<file path="src/design/u8sd_pkg.sv">
package u8sd_pkg;

  localparam int unsigned ByteW  = 8;
  localparam int unsigned CpW    = 31;
  localparam int unsigned OwedW  = 3;
  localparam int unsigned ContW  = 6;

  // lead byte class boundaries
  localparam logic [ByteW-1:0] Lead2Lim = 8'b1110_0000;
  localparam logic [ByteW-1:0] Lead3Lim = 8'b1111_0000;
  localparam logic [ByteW-1:0] Lead4Lim = 8'b1111_1000;
  localparam logic [ByteW-1:0] Lead5Lim = 8'b1111_1100;
  localparam logic [ByteW-1:0] AsciiLim = 8'h80;

  // lead payload masks
  localparam logic [ByteW-1:0] Lead2Mask = 8'h1F;
  localparam logic [ByteW-1:0] Lead3Mask = 8'h0F;
  localparam logic [ByteW-1:0] Lead4Mask = 8'h07;
  localparam logic [ByteW-1:0] Lead5Mask = 8'h03;
  localparam logic [ByteW-1:0] Lead6Mask = 8'h01;

  localparam logic [CpW-1:0] SurrLo = 31'h0000_D800;
  localparam logic [CpW-1:0] SurrHi = 31'h0000_DFFF;

  localparam logic [OwedW-1:0] OwedMax = 3'd5;

  typedef enum logic [1:0] {
    ST_OK        = 2'd0,
    ST_SURROGATE = 2'd1,
    ST_TRUNCATED = 2'd2
  } status_e;

  typedef struct packed {
    logic [ByteW-1:0] byte_in;
    logic             end_of_string;
  } in_t;

  typedef struct packed {
    logic [CpW-1:0] code_point;
    status_e        status;
    logic           string_done;
  } out_t;

  typedef struct packed {
    logic [OwedW-1:0] bytes_owed;
    logic [CpW-1:0]   partial_value;
  } dec_state_t;

endpackage

</file>
<file path="src/design/u8sd_step.sv">
module u8sd_step
  import u8sd_pkg::*;
(
  input  in_t        req_i,
  input  dec_state_t cur_i,
  output dec_state_t nxt_o,
  output logic       res_valid_o,
  output out_t       res_o
);

  logic [ByteW-1:0] b;
  logic [CpW-1:0]   value;
  logic             fin;

  always_comb begin
    b           = req_i.byte_in;
    nxt_o       = cur_i;
    value       = '0;
    fin         = 1'b0;
    res_valid_o = 1'b0;
    res_o       = '{code_point: '0, status: ST_OK, string_done: req_i.end_of_string};

    if (cur_i.bytes_owed == '0) begin
      if (b < AsciiLim) begin
        fin   = 1'b1;
        value = CpW'(b);
      end else if (b < Lead2Lim) begin
        nxt_o.partial_value = CpW'(b & Lead2Mask);
        nxt_o.bytes_owed    = 3'd1;
      end else if (b < Lead3Lim) begin
        nxt_o.partial_value = CpW'(b & Lead3Mask);
        nxt_o.bytes_owed    = 3'd2;
      end else if (b < Lead4Lim) begin
        nxt_o.partial_value = CpW'(b & Lead4Mask);
        nxt_o.bytes_owed    = 3'd3;
      end else if (b < Lead5Lim) begin
        nxt_o.partial_value = CpW'(b & Lead5Mask);
        nxt_o.bytes_owed    = 3'd4;
      end else begin
        nxt_o.partial_value = CpW'(b & Lead6Mask);
        nxt_o.bytes_owed    = OwedMax;
      end
    end else begin
      // continuation tag bits are ignored
      value            = {cur_i.partial_value[CpW-ContW-1:0], b[ContW-1:0]};
      nxt_o.bytes_owed = cur_i.bytes_owed - 3'd1;
      if (nxt_o.bytes_owed == '0) begin
        fin                 = 1'b1;
        nxt_o.partial_value = '0;
      end else begin
        nxt_o.partial_value = value;
      end
    end

    if (fin) begin
      res_valid_o = 1'b1;
      if (value >= SurrLo && value <= SurrHi) begin
        res_o.status = ST_SURROGATE;
      end else begin
        res_o.code_point = value;
      end
    end else if (req_i.end_of_string) begin
      // string ended mid-sequence
      res_valid_o       = 1'b1;
      res_o.status      = ST_TRUNCATED;
      res_o.string_done = 1'b1;
      nxt_o             = '0;
    end
  end

endmodule

</file>
<file path="src/design/u8sd_out_buf.sv">
module u8sd_out_buf
  import u8sd_pkg::*;
(
  input  logic clk_i,
  input  logic rst_ni,
  input  logic push_i,
  input  out_t push_data_i,
  output logic full_o,
  output logic out_valid_o,
  input  logic out_stall_i,
  output out_t out_data_o
);

  out_t       mem_q [2];
  logic       wr_ptr_q, wr_ptr_d;
  logic       rd_ptr_q, rd_ptr_d;
  logic [1:0] cnt_q, cnt_d;
  logic       pop;

  assign out_valid_o = (cnt_q != 2'd0);
  assign full_o      = (cnt_q == 2'd2);
  assign out_data_o  = mem_q[rd_ptr_q];
  assign pop         = out_valid_o && !out_stall_i;

  always_comb begin
    wr_ptr_d = wr_ptr_q ^ push_i;
    rd_ptr_d = rd_ptr_q ^ pop;
    cnt_d    = cnt_q + {1'b0, push_i} - {1'b0, pop};
  end

  always_ff @(posedge clk_i or negedge rst_ni) begin
    if (!rst_ni) begin
      wr_ptr_q <= 1'b0;
      rd_ptr_q <= 1'b0;
      cnt_q    <= 2'd0;
    end else begin
      wr_ptr_q <= wr_ptr_d;
      rd_ptr_q <= rd_ptr_d;
      cnt_q    <= cnt_d;
    end
  end

  always_ff @(posedge clk_i) begin
    if (push_i) begin
      mem_q[wr_ptr_q] <= push_data_i;
    end
  end

endmodule

</file>
<file path="src/design/utf8_stream_decoder.sv">
// streaming utf-8 decoder: one byte is taken per clock whenever in_stall_o is low, so a
// byte stream flows at one byte per cycle; a finished code point (or a surrogate /
// truncation error) is written into the result buffer, which drives the output.
// lead bytes may open sequences of up to six bytes, continuation tag bits are not
// checked, and a string that ends inside a sequence yields a truncation error and a
// clean state. the output side has a two-entry buffer, so in_stall_o rises only when
// two results wait; the per-byte update is one shallow pass between the state and the
// result buffer, which sets the one-byte-per-clock rate
module utf8_stream_decoder
  import u8sd_pkg::*;
(
  input  logic clk_i,
  input  logic rst_ni,
  input  logic in_valid_i,
  output logic in_stall_o,
  input  in_t  in_data_i,
  output logic out_valid_o,
  input  logic out_stall_i,
  output out_t out_data_o
);

  // decoder state: owed continuation bytes and partial code point
  dec_state_t state_q, state_d;
  dec_state_t step_nxt;
  logic       res_valid;
  out_t       res;
  logic       buf_full;
  logic       in_acc;

  // a request is taken whenever the result buffer has room
  assign in_stall_o = buf_full;
  assign in_acc     = in_valid_i && !buf_full;

  u8sd_step u_step (
    .req_i       (in_data_i),
    .cur_i       (state_q),
    .nxt_o       (step_nxt),
    .res_valid_o (res_valid),
    .res_o       (res)
  );

  // state advances only on an accepted request
  always_comb begin
    state_d = state_q;
    if (in_acc) begin
      state_d = step_nxt;
    end
  end

  always_ff @(posedge clk_i or negedge rst_ni) begin
    if (!rst_ni) begin
      state_q <= '0;
    end else begin
      state_q <= state_d;
    end
  end

  // result buffer decouples the output stall from the input side
  u8sd_out_buf u_out_buf (
    .clk_i       (clk_i),
    .rst_ni      (rst_ni),
    .push_i      (in_acc && res_valid),
    .push_data_i (res),
    .full_o      (buf_full),
    .out_valid_o (out_valid_o),
    .out_stall_i (out_stall_i),
    .out_data_o  (out_data_o)
  );

  // never more than five continuation bytes owed
  a_owed_range: assert property (@(posedge clk_i) disable iff (!rst_ni)
    state_q.bytes_owed <= OwedMax)
    else $error("bytes_owed out of range");

  // an error result carries a zero code point
  a_err_zero: assert property (@(posedge clk_i) disable iff (!rst_ni)
    out_valid_o && out_data_o.status != ST_OK |-> out_data_o.code_point == '0)
    else $error("error result with nonzero code point");

  // a truncation always closes its string
  a_trunc_done: assert property (@(posedge clk_i) disable iff (!rst_ni)
    out_valid_o && out_data_o.status == ST_TRUNCATED |-> out_data_o.string_done)
    else $error("truncation without string_done");

  // end of string leaves no pending sequence
  a_eos_clear: assert property (@(posedge clk_i) disable iff (!rst_ni)
    in_acc && in_data_i.end_of_string |=> state_q == '0)
    else $error("state not cleared at end of string");

  // stall only while results are waiting
  a_stall_valid: assert property (@(posedge clk_i) disable iff (!rst_ni)
    in_stall_o |-> out_valid_o)
    else $error("input stalled with empty result buffer");

endmodule
</file>
<file path="config.mk">
export PLATFORM = sky130hd
export DESIGN_NAME = utf8_stream_decoder
export DESIGN_NICKNAME = d
export VERILOG_FILES = /design/src/design/u8sd_pkg.sv /design/src/design/u8sd_step.sv /design/src/design/u8sd_out_buf.sv /design/src/design/utf8_stream_decoder.sv
export SDC_FILE = /design/constraint.sdc
export NUM_CORES = 1
export LEC_CHECK = 0
export BUFFER_PORTS_ARGS = -buffer_cell sky130_fd_sc_hd__buf_2
export CAP_MARGIN = 20
export CORE_MARGIN = 2
export CORE_UTILIZATION = 55
export CTS_CLUSTER_DIAMETER = 50
export DETAILED_ROUTE_END_ITERATION = 16
export GPL_TIMING_DRIVEN = 1
export HOLD_SLACK_MARGIN = 0.06
export PLACE_DENSITY_LB_ADDON = 0.3
export SETUP_SLACK_MARGIN = 0.4
export SLEW_MARGIN = 20
export SYNTH_ARGS = -nofsm -noshare
export SYNTH_HDL_FRONTEND = slang
export SYNTH_SLANG_ARGS = --single-unit
export TNS_END_PERCENT = 5
</file>
<file path="constraint.sdc">
create_clock -name clk_i -period 3.69 [get_ports clk_i]
set_clock_uncertainty 0.1 [all_clocks]
set_input_delay 0.738 -clock clk_i [delete_from_list [all_inputs] [get_ports clk_i]]
set_output_delay 0.738 -clock clk_i [all_outputs]
set_load 0.005 [all_outputs]
</file>
### Yosys cells after proc, flatten, opt, wreduce, memory -nomap -nowiden

Memories as Yosys holds them, arrays and structs flattened.
Index checks and enable logic that the tools add are counted.

* add/sub/neg operators: 3
* magnitude comparators: 7
* equality and inequality tests: 1
* mux-type cells: 24
* bitwise gates (word level): 2
* reduce and logical (&&, ||, !) cells: 9

Operators with widths (number)
* $mux W34: 7
* $mux W31: 4
* $lt A8 B8 Y1 const B: 5
* $mux W32: 1
* $ge A31 B16 Y1 const B: 1
* $le A31 B16 Y1 const B: 1
* $mux W1: 9
* $mux W8: 1
* $logic_not A3 Y1: 2
* $logic_and A1 B1 Y1: 4
* $mux W3: 1
* $sub A3 B1 Y3 const B: 1
* $add A2 B1 Y2: 1
* $eq A2 B2 Y1 const B: 1
* $logic_not A1 Y1: 2
* $mux W2: 1
* $reduce_bool A2 Y1: 1
* $sub A2 B1 Y2: 1
* $xor A1 B1 Y1: 2

* bits in registers: 38
* memory bits (writable): 68
* output and inout bits: 36
* word-level logic and storage cells: 52
* memories kept: 1

Memories
* u_out_buf.mem_q: words 2, width 34, rd ports 1, clocked after memory_dff 0, wr ports 1, line u8sd_out_buf.sv:14 `out_t mem_q [2];`

### Longest topological paths before layout

Gate-level depths: netlist of the first run.

* depth in word-level cells: 9
* depth in mapped cells: 10
* gate-level depth less buffers: 10

### By module

Synthesis of the first run repeated with hierarchy kept, for this count alone.

* cell total of the unflattened synthesis: 358
* area, all modules: 5296.3 um^2

Modules (own cells, without submodules)
* u8sd_out_buf: times used 1, cells an instance 125, area an instance 2820.2 um^2, seq. area each 2142.1 um^2
* utf8_stream_decoder: times used 1, cells an instance 74, area an instance 1437.6 um^2, seq. area each 850.8 um^2
* u8sd_step: times used 1, cells an instance 159, area an instance 1038.5 um^2, seq. area each 0.0 um^2

### Worst setup path before layout of the first run

No wires, ideal clock.

* path kind: input to register
* start point: in in_data_i[8] in the netlist's numbering
* end point: mem u_out_buf.mem_q[1][0] in the netlist's numbering (enable)
* arrival: 2474 ps
* required time: 3196 ps
* slack: 722 ps
* cell stages on the path: 5
* path buffers: 0
* path through: or3b_2 nand3_1 o21ai_0 inv_1 ha_1

* word-level cells in the longest chain between the ends: 7

Ends and longest elaborated chain
* from (decl): line utf8_stream_decoder.sv:16 `input in_t in_data_i,`
* $lt A8 B8 Y1: line u8sd_step.sv:24 `if (b < AsciiLim) begin`
* $mux W1: line u8sd_step.sv:24
* $mux W1: line u8sd_step.sv:23 `if (cur_i.bytes_owed == '0) begin`
* $mux W1: line u8sd_step.sv:55 `if (fin) begin`
* $logic_and A1 B1 Y1: line utf8_stream_decoder.sv:62 `.push_i (in_acc && res_valid),`
* $mux W1: line u8sd_out_buf.sv:44 `if (push_i) begin`
* $mux W1 (implied by the code): line u8sd_out_buf.sv:45 `mem_q[wr_ptr_q] <= push_data_i;`
* to (decl): line u8sd_out_buf.sv:14

No other way between the ends.

### Worst setup path after layout of the first run

* start point: reg state_q[31] in the netlist's numbering
* end point: mem u_out_buf.mem_q[1][2] in the netlist's numbering (enable)

* word-level cells in the longest chain between the ends: 8
* elaborated cells between the ends (all ways): 9
* those cells by class: 1 x add/sub; 5 x mux; 3 x reduce/logical

Ends and longest elaborated chain
* from (decl): line utf8_stream_decoder.sv:23 `dec_state_t state_q, state_d;`
* from (signal assigned): line utf8_stream_decoder.sv:54 `state_q <= state_d;`
* $sub A3 B1 Y3: line u8sd_step.sv:46 `nxt_o.bytes_owed = cur_i.bytes_owed - 3'd1;`
* $logic_not A3 Y1: line u8sd_step.sv:47 `if (nxt_o.bytes_owed == '0) begin`
* $mux W1: line u8sd_step.sv:47
* $mux W1 (*): line u8sd_step.sv:23
* $mux W1 (*): line u8sd_step.sv:55
* $logic_and A1 B1 Y1 (*): line utf8_stream_decoder.sv:62
* $mux W1 (*): line u8sd_out_buf.sv:44
* $mux W1 (implied by the code) (*): line u8sd_out_buf.sv:45

Every way passes the cells marked *; elsewhere a longest branch is shown, timed or not.

==> summary.md, run 1 <==
| Metric | Value |
|---|---|
| Outcome | `finished, final reports clean` |
| Die area | `approximately 8600 µm²` |
| Most frequent cells after synthesis | `edfxtp_1 (68), mux2_2 (34), dfrtp_1 (32)` |
| Final Cell Area | `4900 µm²` |
| Register area share after synthesis | `around 65%` |
| Maximum VDD drop | `between 0.0004 and 0.0005 V` |
| # DRC | `0` |
| Lkg Pwr | `roughly 2 nW` |
| Hold_buf cts | `0` |
| Largest net degree at the start of global routing | `35` |
| Wirelength per Cell | `about 18 µm` |
| Die X | `around 93 µm` |
| Dpl cell area | `about 4700 µm²` |
| First-pass GRT wire length | `about 13000 µm` |
| Slew @ Worst Pin | `between 700 and 800 ps` |
| Rows | `32` |
| Avg Cell Area, Syn | `roughly 15 µm²` |
| Period utilisation layout | `76.6%` |
| Synth Warn # | `0` |
| Post-synth top flop | `edfxtp_1` |
| Pwr dens | `around 760 nW/µm²` |
| Pre-CTS setup slack | `810 ps` |
| Rel. slew slack | `a little under half` |
| Final Power | `approximately 3.7 mW` |
| Post-CTS setup buffer count | `0` |
| Synthesized area | `about 4400 µm²` |
| Deepest clock path buffer count | `2` |
| CTS Sinks | `100` |
| Required @ worst endpoint | `3600 ps` |
| Post_cts resized | `0` |
| Final setup TNS | `0 ps` |
| Global route overflow | `0` |
| Startpoint Class | `flip-flop` |
| Fin. max-slew vios | `0` |
| Crit Path Max Fanout | `34` |
| DRT iter0 DRCs | `about 250` |
| Max incr delay on CP | `570 ps` |
| Critical path class | `flip-flop to flip-flop` |
| Antenna violations before repair | `0` |
| Area of the core | `~7700 µm²` |
| Via density | `about 5.8` |
| Placer Congestion | `between 0.9 and 1` |
| GRT met1 Usage | `between 20% and 30%` |
| RSZ-0062 raised after global routing | `false` |
| Global route hottest layer | `met2` |
| DRT Wirelength | `around 8000 µm` |
| Synth Register Bits | `100` |
| Dominant cells by area after synthesis | `edfxtp_1 (47%), dfrtp_1 (18%), mux2_2 (8.8%), and2_1 (2.7%), a22o_2 (2.3%)` |
| Hold Path Class | `primary input to asynchronous set/reset pin` |
| Post-route minimum period | `about 2800 ps` |
| Fmax | `354 MHz` |
| Number of max-cap violations | `0` |
| GR Util met3 | `a little over 4%` |
| Die Height | `between 90 and 100 µm` |
| Synth-to-Final Area Change | `12.4%` |
| H-tree Lvls | `3` |
| Starting Density | `a little under three fifths` |
| I/O pin cnt | `49` |
| Cells along the critical path | `inv_1 -> ha_1 -> or4b_4 -> nand3_1 -> o21ai_0 -> inv_1 -> ha_1 -> buf_4` |
| CTS tree | `yes` |
| Worst-Skew Late Latency | `between 300 and 400 ps` |
| DP HPWL | `5500 µm` |
| Post-synth top area share | `a little under half` |
| I/O Buffers | `48` |
| Diodes inserted | `0` |
| Synth area leader | `edfxtp_1` |
| CTS buffer count | `9` |
| Vias in the first global route | `2615` |
| Layout Nets | `367` |
| Fraction of registers with async set/reset | `between 30 and 40%` |
| Syn Inst Count | `between 200 and 300` |
| Hold Vio Cnt, Final | `0` |
| Syn nets | `approximately 310` |
| Final setup vio count | `0` |
| Netlist cell types | `48` |
| Initial DRT Pass Iterations | `4` |
| Gr usage total | `about a fifth` |
| Final worst slack | `862 ps` |
| Via count | `2611` |
| GR Layer Usage met2 | `between 30% and 40%` |
| Routed Antenna Nets | `0` |
| Top-count cell post-synth | `edfxtp_1` |
| Worst path slowest cell | `or4b_4` |
| Worst Path Arrival | `around 2700 ps` |
| CP Capture Type | `flip-flop` |
| Clock-pin slew on the worst setup and hold paths | `about 90 ps` |
| Root buf cell | `clkbuf_8` |
| Share of cells above drive strength 1 | `35.2%` |
| Post-synth EDFFs | `68` |
-- power breakdown --
| group | internal [mW] | switching [mW] | leakage (nW) |
|---|---|---|---|
| sequential | 1.53 | 0.215 | 1.07 |
| combinational | 0.610 | 0.675 | 0.833 |
| clock | 0.315 | 0.360 | 0.0947 |
-- state kept, by name, indices dropped and copies added (netlist names) --
name and count:
u_out_buf.wr_ptr_q 1, u_out_buf.rd_ptr_q 1, u_out_buf.cnt_q 2, u_out_buf.mem_q 68
state_q 28
-- cell type report --
type	instances	area [µm²]
clock buffers	10	128
repair buffers	54	298
multi-input cells	171	1390
clock inverters	6	63.8
well taps	102	128
fillers	607	2790
flip-flops and latches	100	2840
inverters	11	43.8
-- cell families (layout without fill, tap and decap cells) --
family	Yosys count	in the layout	synth area share (%)
flip-flops	100	100	65.3
AND/OR/NAND/NOR	76	76	10.9
AO/OA/AOI/OAI	50	50	9.42
multiplexers	35	35	9.02
buffers and inverters	22	81	2.76
adder cells (fa/ha/maj)	7	7	2.01
XOR/XNOR	3	3	0.603
-- routing by layer --
| metal | routed length, µm | vias up |
|---|---|---|
| met1 | 3580 | 1286 |
| met2 | 4000 | 80 |
| met3 | 412 | 12 |
| met4 | 107 | 0 |
| li1 | - | 1233 |
| met5 | 0 | - |
-- critical path, delay by kind of cell (launching register included) --
kind	cells	cell delay, ps
AO/OA/AOI/OAI	1	140
adder cells (fa/ha/maj)	2	430
buffers and inverters	3	590
flip-flops	1	440
AND/OR/NAND/NOR	2	760
-- layout by cell type, fill, tap and decap left out, types with 6 or more instances in the layout --
master / synthesis / layout
a22o_2: 10 / 10
edfxtp_1: 68 / 68
clkbuf_8: 0 / 9
a22o_1: 10 / 10
a21boi_0: 6 / 6
and2_1: 19 / 19
inv_1: 10 / 10
mux2_2: 34 / 34
ha_1: 7 / 7
buf_2: 0 / 48
nor4_1: 7 / 7
and3_1: 10 / 10
dfrtp_1: 32 / 32
nand2_1: 11 / 11
-- stage by stage --
step,utilization [%],hold WS [ps],instances
finish,63.7,326,454
global route,63.7,382,454
CTS,63.7,333,454
detailed placement,61.2,392,438
global placement,61.2,385,438
floorplan,-,342,293
-- worst paths after layout --
check / startpoint / cells past startpoint / to / slack (ps)
worst max-delay path: state_q[31] / 8 / u_out_buf.mem_q[1][2] / 860
worst max register to register: state_q[31] / 8 / u_out_buf.mem_q[1][2] / 860
min in group clk_i: u_out_buf.cnt_q[1] / 1 / u_out_buf.cnt_q[1] / 410
max in group asynchronous: rst_ni / 1 / state_q[32] / 2700
worst min-delay path: rst_ni / 1 / state_q[1] / 330
worst min register to register: u_out_buf.cnt_q[1] / 1 / u_out_buf.cnt_q[1] / 410
No activity file was read; power rests on OpenSTA's default activity.
==> run 2, diff against run 1 <==
CORE_UTILIZATION = 52   (was 55)
clock period = 2.4 ns   (was 3.69 ns; I/O delays follow)
==> run 2 against run 1 <==
Against the previous run:
- wire length increased by 7.3%
- critical path depth up 2
- first-iteration DRC count down 27%
- combinational power grew 97%
- setup slack worse by 770 ps
- sequential share of layout area fell by 4.3 points
- highest routed layer unchanged
==> summary.md, run 2 (same netlist as run 1, synthesis figures left out) <==
| Metric | Value |
|---|---|
| Pre-CTS setup slack | `41.9 ps` |
| Share of cells above drive strength 1 | `a little over two fifths` |
| Worst r2r path cells | `10` |
| Die area | `between 9000 and 10000 µm²` |
| H-tree Lvls | `3` |
| Via count | `2759` |
| Final worst slack | `around 95 ps` |
| Gr usage total | `roughly a fifth` |
| Die Height | `95.5 µm` |
| I/O Buffers | `48` |
| Fin. max-slew vios | `0` |
| Largest net degree at the start of global routing | `33` |
| Root buf cell | `clkbuf_8` |
| Maximum VDD drop | `roughly 0.00065 V` |
| Final Cell Area | `5290 µm²` |
| Hold Path Class | `primary input to asynchronous set/reset pin` |
| Clock-pin slew on the worst setup and hold paths | `90 ps` |
| Multi-input logic area | `about 1600 µm²` |
| DRT iter0 DRCs | `between 150 and 200` |
| Pwr dens | `~1200 nW/µm²` |
| Starting Density | `between 50% and 60%` |
| Max FFs per register | `68` |
| Required @ worst endpoint | `approximately 2600 ps` |
| Crit Path Max Fanout | `4` |
| Number of max-cap violations | `0` |
| Final core occ | `between 60% and 70%` |
| Reg2reg start | `state_q[32]` |
| CTS Sinks | `100` |
| Final setup vio count | `0` |
| CTS buffer count | `9` |
| Most common cell after layout, fill and taps aside | `edfxtp_1` |
| CP startpoint | `state_q[32]` |
| Lkg Pwr | `between 2 and 2.5 nW` |
| Slew @ Worst Pin | `around 700 ps` |
| # DRC | `0` |
| Diodes inserted | `0` |
| Top reg by flops | `u_out_buf.mem_q` |
| Global route overflow | `0` |
| Routed Antenna Nets | `0` |
| Startpoint Class | `flip-flop` |
| Rows | `33` |
| R2R setup slack | `100 ps` |
| Period utilisation layout | `96.0%` |
| CTS tree | `yes` |
| Fmax | `around 430 MHz` |
| Filler cell count | `a little over 600` |
| Vias in the first global route | `2667` |
| Worst Path Arrival | `around 2500 ps` |
| Synth-to-Final Area Change | `21.4%` |
| Deepest clock path buffer count | `2` |
| Post-route minimum period | `roughly 2300 ps` |
| Via density | `around 5.9` |
| DP HPWL | `5630 µm` |
| Critical path class | `flip-flop to flip-flop` |
| Antenna violations before repair | `0` |
| Rel. slew slack | `52.1%` |
| Hold_buf cts | `0` |
| Final setup TNS | `0 ps` |
| Register area | `2840 µm²` |
| Wirelength per Cell | `approximately 18 µm` |
| Dpl cell area | `approximately 4900 µm²` |
| Worst-Skew Late Latency | `between 300 and 400 ps` |
| Biggest regs | `u_out_buf.mem_q: 68 flops, state_q: 28 flops, u_out_buf.cnt_q: 2 flops` |
| I/O pin cnt | `49` |
| DRT Wirelength | `8700 µm` |
| RR Endpoint | `u_out_buf.cnt_q[1]` |
| First-pass GRT wire length | `13500 µm` |
| Commonest cells after routing, fill and taps aside | `edfxtp_1 (68), buf_2 (48), mux2_2 (34)` |
| Layout Nets | `approximately 380` |
| Area of the core | `8180 µm²` |
| Hold Vio Cnt, Final | `0` |
| Die X | `95.5 µm` |
| Outcome | `finished, final reports clean` |
| CP Capture Type | `flip-flop` |
| RSZ-0062 raised after global routing | `true` |
| Placer Congestion | `0.830` |
| Initial DRT Pass Iterations | `4` |
[run 2: per-layer routing]
metal	up-vias	wire, µm	global-route usage, %	share of wire (%)
met5	-	0	0	0
met4	0	156	10.8	1.8
met3	15	544	3.48	6.3
met2	108	4310	30.4	50
met1	1377	3690	26.9	42
li1	1259	-	-	-
[run 2: worst max-delay path by stage]
stage	end	slack, ps	cells after the start
6_report	u_out_buf.cnt_q[1]	100	10
3_3_place_gp	u_out_buf.cnt_q[1]	100	10
4_1_cts	u_out_buf.cnt_q[1]	80	10
2_1_floorplan	u_out_buf.cnt_q[1]	80	10
5_1_grt	u_out_buf.cnt_q[1]	30	10
3_5_place_dp	u_out_buf.cnt_q[1]	40	10
[run 2: timing repair]
item,in CTS,in global routing
endpoints found under the setup margin,157,187
gates resized for setup,22,7
buffers inserted,1,0
pin swaps,9,8
gates cloned,0,2
[run 2: stage by stage]
stage	std cells	hold WS (ps)	total power, mW
detailed placement	452	387	4.92
floorplan	293	84.4	4.05
global route	471	124	6.71
global placement	452	381	4.86
CTS	469	75.3	6.24
finish	471	60.7	6.33
[run 2: critical path: stages, from the launching register on]
cell,delay [ps]
dfrtp_1,390
inv_4,70
ha_4,160
or4b_4,580
nand3_4,120
o21ai_4,70
ha_4,280
inv_2,40
ha_4,150
xnor2_2,130
xnor2_1,120
[run 2: report_power, final]
group / switching, mW / internal [mW] / total [mW]
sequential: 0.270 / 2.35 / 2.62
combinational: 1.27 / 1.27 / 2.54
clock: 0.585 / 0.593 / 1.18
total: 2.12 / 4.21 / 6.33
[run 2: layout make-up]
class	instances	share of cell area [%]
repair buffers	68	9.30
clock inverters	7	1.85
multi-input cells	171	29.4
well taps	105	2.48
flip-flops and latches	100	53.7
clock buffers	9	2.34
inverters	11	0.875
==> run 3, diff against run 2 <==
CELL_PAD_IN_SITES_DETAIL_PLACEMENT = 1   (was default)
CELL_PAD_IN_SITES_GLOBAL_PLACEMENT = 2   (was default)
CORE_UTILIZATION = 37   (was 52)
==> run 3 against run 2 <==
Against the previous run:
- count of clock-buffer cells in the layout up 2
- design area up 4.2%
- setup slack worse by 36 ps
- global-route usage decreased by 4.2 points
- via count is 1.9% lower
- final cell count grew 10%
- clock power increased by 41%
- flip-flop and latch count is the same
- largest cell class unchanged
- highest routed layer unchanged
==> summary.md, run 3 (same netlist as run 1, synthesis figures left out) <==
| Metric | Value |
|---|---|
| Rows | `39` |
| Die X | `~110 µm` |
| Period utilisation layout | `97.5%` |
| Placer Congestion | `0.798` |
| H-tree Lvls | `3` |
| Logic pwr share | `38.1%` |
| Via density | `around 5.2` |
| Hold Vio Cnt, Final | `0` |
| I/O pin cnt | `between 40 and 50` |
| Commonest cells after routing, fill and taps aside | `edfxtp_1 (68), buf_2 (48), mux2_2 (34)` |
| Dpl cell area | `between 4000 and 5000 µm²` |
| # DRC | `0` |
| Top reg by flops | `u_out_buf.mem_q` |
| Biggest regs | `u_out_buf.mem_q: 68 flops, state_q: 28 flops, u_out_buf.cnt_q: 2 flops` |
| Fmax | `around 430 MHz` |
| Maximum VDD drop | `roughly 0.00053 V` |
| Critical path class | `flip-flop to flip-flop` |
| DRT iter0 DRCs | `132` |
| Share of cells above drive strength 1 | `44.3%` |
| Diodes inserted | `0` |
| Internal | `4.70 mW` |
| Final Instance Count excl. Fillers | `518` |
| Clock-pin slew on the worst setup and hold paths | `approximately 70 ps` |
| Switch share | `between 30% and 40%` |
| First-pass GRT wire length | `15200 µm` |
| DRT Wirelength | `about 9500 µm` |
| Max incr delay on CP | `~550 ps` |
| Slew @ Worst Pin | `770 ps` |
| Required @ worst endpoint | `between 2000 and 3000 ps` |
| Routed Antenna Nets | `0` |
| Clock group share of total power | `24.0%` |
| Final worst slack | `59.5 ps` |
| Sw power | `between 2 and 2.5 mW` |
| Die Height | `~110 µm` |
| Area of the core | `around 11000 µm²` |
| Worst path slowest cell | `or4b_4` |
| Initial DRT Pass Iterations | `4` |
| Fin. max-slew vios | `0` |
| Largest net degree at the start of global routing | `36` |
| Outcome | `finished, final reports clean` |
| DP HPWL | `6400 µm` |
| Hold_buf cts | `0` |
| Die area | `12700 µm²` |
| Global route overflow | `0` |
| CP top delay family | `simple AND/OR/NAND/NOR gates` |
| Post-route minimum period | `~2300 ps` |
| Root buf cell | `clkbuf_16` |
| Antenna violations before repair | `0` |
| Starting Density | `a little under two fifths` |
| Final core occ | `between 40 and 50%` |
| Layout Nets | `390` |
| Lkg Pwr | `about 2.2 nW` |
| Worst-Skew Late Latency | `around 350 ps` |
| Most common cell on crit path | `inv_4` |
| Most common cell after layout, fill and taps aside | `edfxtp_1` |
| Vias in the first global route | `just under 3000` |
| Dpl cells | `between 400 and 500` |
| Gr usage total | `~16%` |
| Final Cell Area | `between 5000 and 6000 µm²` |
| Cells along the critical path | `inv_4 -> ha_4 -> or4b_4 -> buf_4 -> nand4_4 -> inv_4 -> nor4_4 -> buf_6 -> clkbuf_16 -> a22o_2` |
| Via count | `between 2000 and 3000` |
| RSZ-0062 raised after global routing | `true` |
| CTS tree | `yes` |
| Register share of total power | `a little under two fifths` |
| Wirelength per Cell | `about 18 µm` |
| CTS Sinks | `100` |
| Pre-CTS setup slack | `between 3 and 4 ps` |
| Final setup vio count | `0` |
| Number of max-cap violations | `0` |
| Synth-to-Final Area Change | `26.5%` |
| Hold Path Class | `primary input to asynchronous set/reset pin` |
| Rel. slew slack | `~49%` |
| CP Buf/Inv Count | `5` |
| CP Capture Type | `flip-flop` |
| Final setup TNS | `0 ps` |
| I/O Buffers | `48` |
| Startpoint Class | `flip-flop` |
| CTS buffer count | `9` |
| Worst Path Arrival | `roughly 2500 ps` |
| Deepest clock path buffer count | `2` |
| Pwr dens | `between 1000 and 1500 nW/µm²` |
| Crit Path Max Fanout | `10` |
| Max FFs per register | `68` |
-- run 3: cell types whose count changed in the layout (fill, tap and decap cells not counted), moves of 2 or more --
cell | before | now
clkbuf_16 | 2 | 12
clkbuf_8 | 9 | 1
buf_4 | 12 | 19
a21boi_2 | 4 | 2
ha_4 | 7 | 5
-- run 3: per-layer routing --
layer,wire length (µm),share of wire [%],up-vias,track usage [%]
met4,163,1.7,0,6.34
met3,280,2.9,13,2.97
li1,-,-,1286,-
met2,4800,50,44,26.9
met1,4300,45,1364,19.4
met5,0,0,-,0
-- run 3: area by class of cell --
type | count | area (µm²)
clock buffer | 11 | 264
clock inverter | 5 | 86.3
fill | 1146 | 5960
inverter | 11 | 46.3
multi-input combinational | 171 | 1520
sequential | 100 | 2840
tap | 143 | 179
timing repair buffer | 77 | 576
-- run 3: worst register-to-register path, cell delays in order (launching register included) --
cell and delay (ps):
dfrtp_1 370, inv_4 70, ha_4 160, or4b_4 550, buf_4 160, nand4_4 110, inv_4 70, nor4_4 220
buf_6 170, clkbuf_16 160, a22o_2 130
-- run 3: path summary, 6_finish.rpt --
kind	to	start	cells after the start	slack (ps)
max in group asynchronous	state_q[24]	rst_ni	1	1610
setup reg to reg	state_q[15]	state_q[32]	10	60
hold / removal	state_q[33]	rst_ni	1	100
min in group clk_i	u_out_buf.rd_ptr_q	out_stall_i	3	330
setup / recovery	state_q[15]	state_q[32]	10	60
hold reg to reg	u_out_buf.cnt_q[1]	u_out_buf.cnt_q[1]	1	390
-- run 3: power groups by stage --
stage / logic [mW] / registers, mW / clock network [mW]
floorplan: 1.50 / 2.55 / 0
global placement: 2.33 / 2.64 / 0
detailed placement: 2.37 / 2.66 / 0
CTS: 2.48 / 2.63 / 1.70
global route: 2.90 / 2.69 / 1.75
finish: 2.63 / 2.62 / 1.66
-- run 3: timing repair --
item,CTS,global route
setup endpoints to repair,190,195
gates cloned,0,2
resized for setup,11,12
pin swaps,8,9
setup buffers,3,5
-- run 3: per-stage QoR --
stage	hold WS (ps)	power [mW]
floorplan	84.4	4.05
finish	99.6	6.92
global route	149	7.33
CTS	116	6.81
global placement	389	4.97
detailed placement	387	5.03
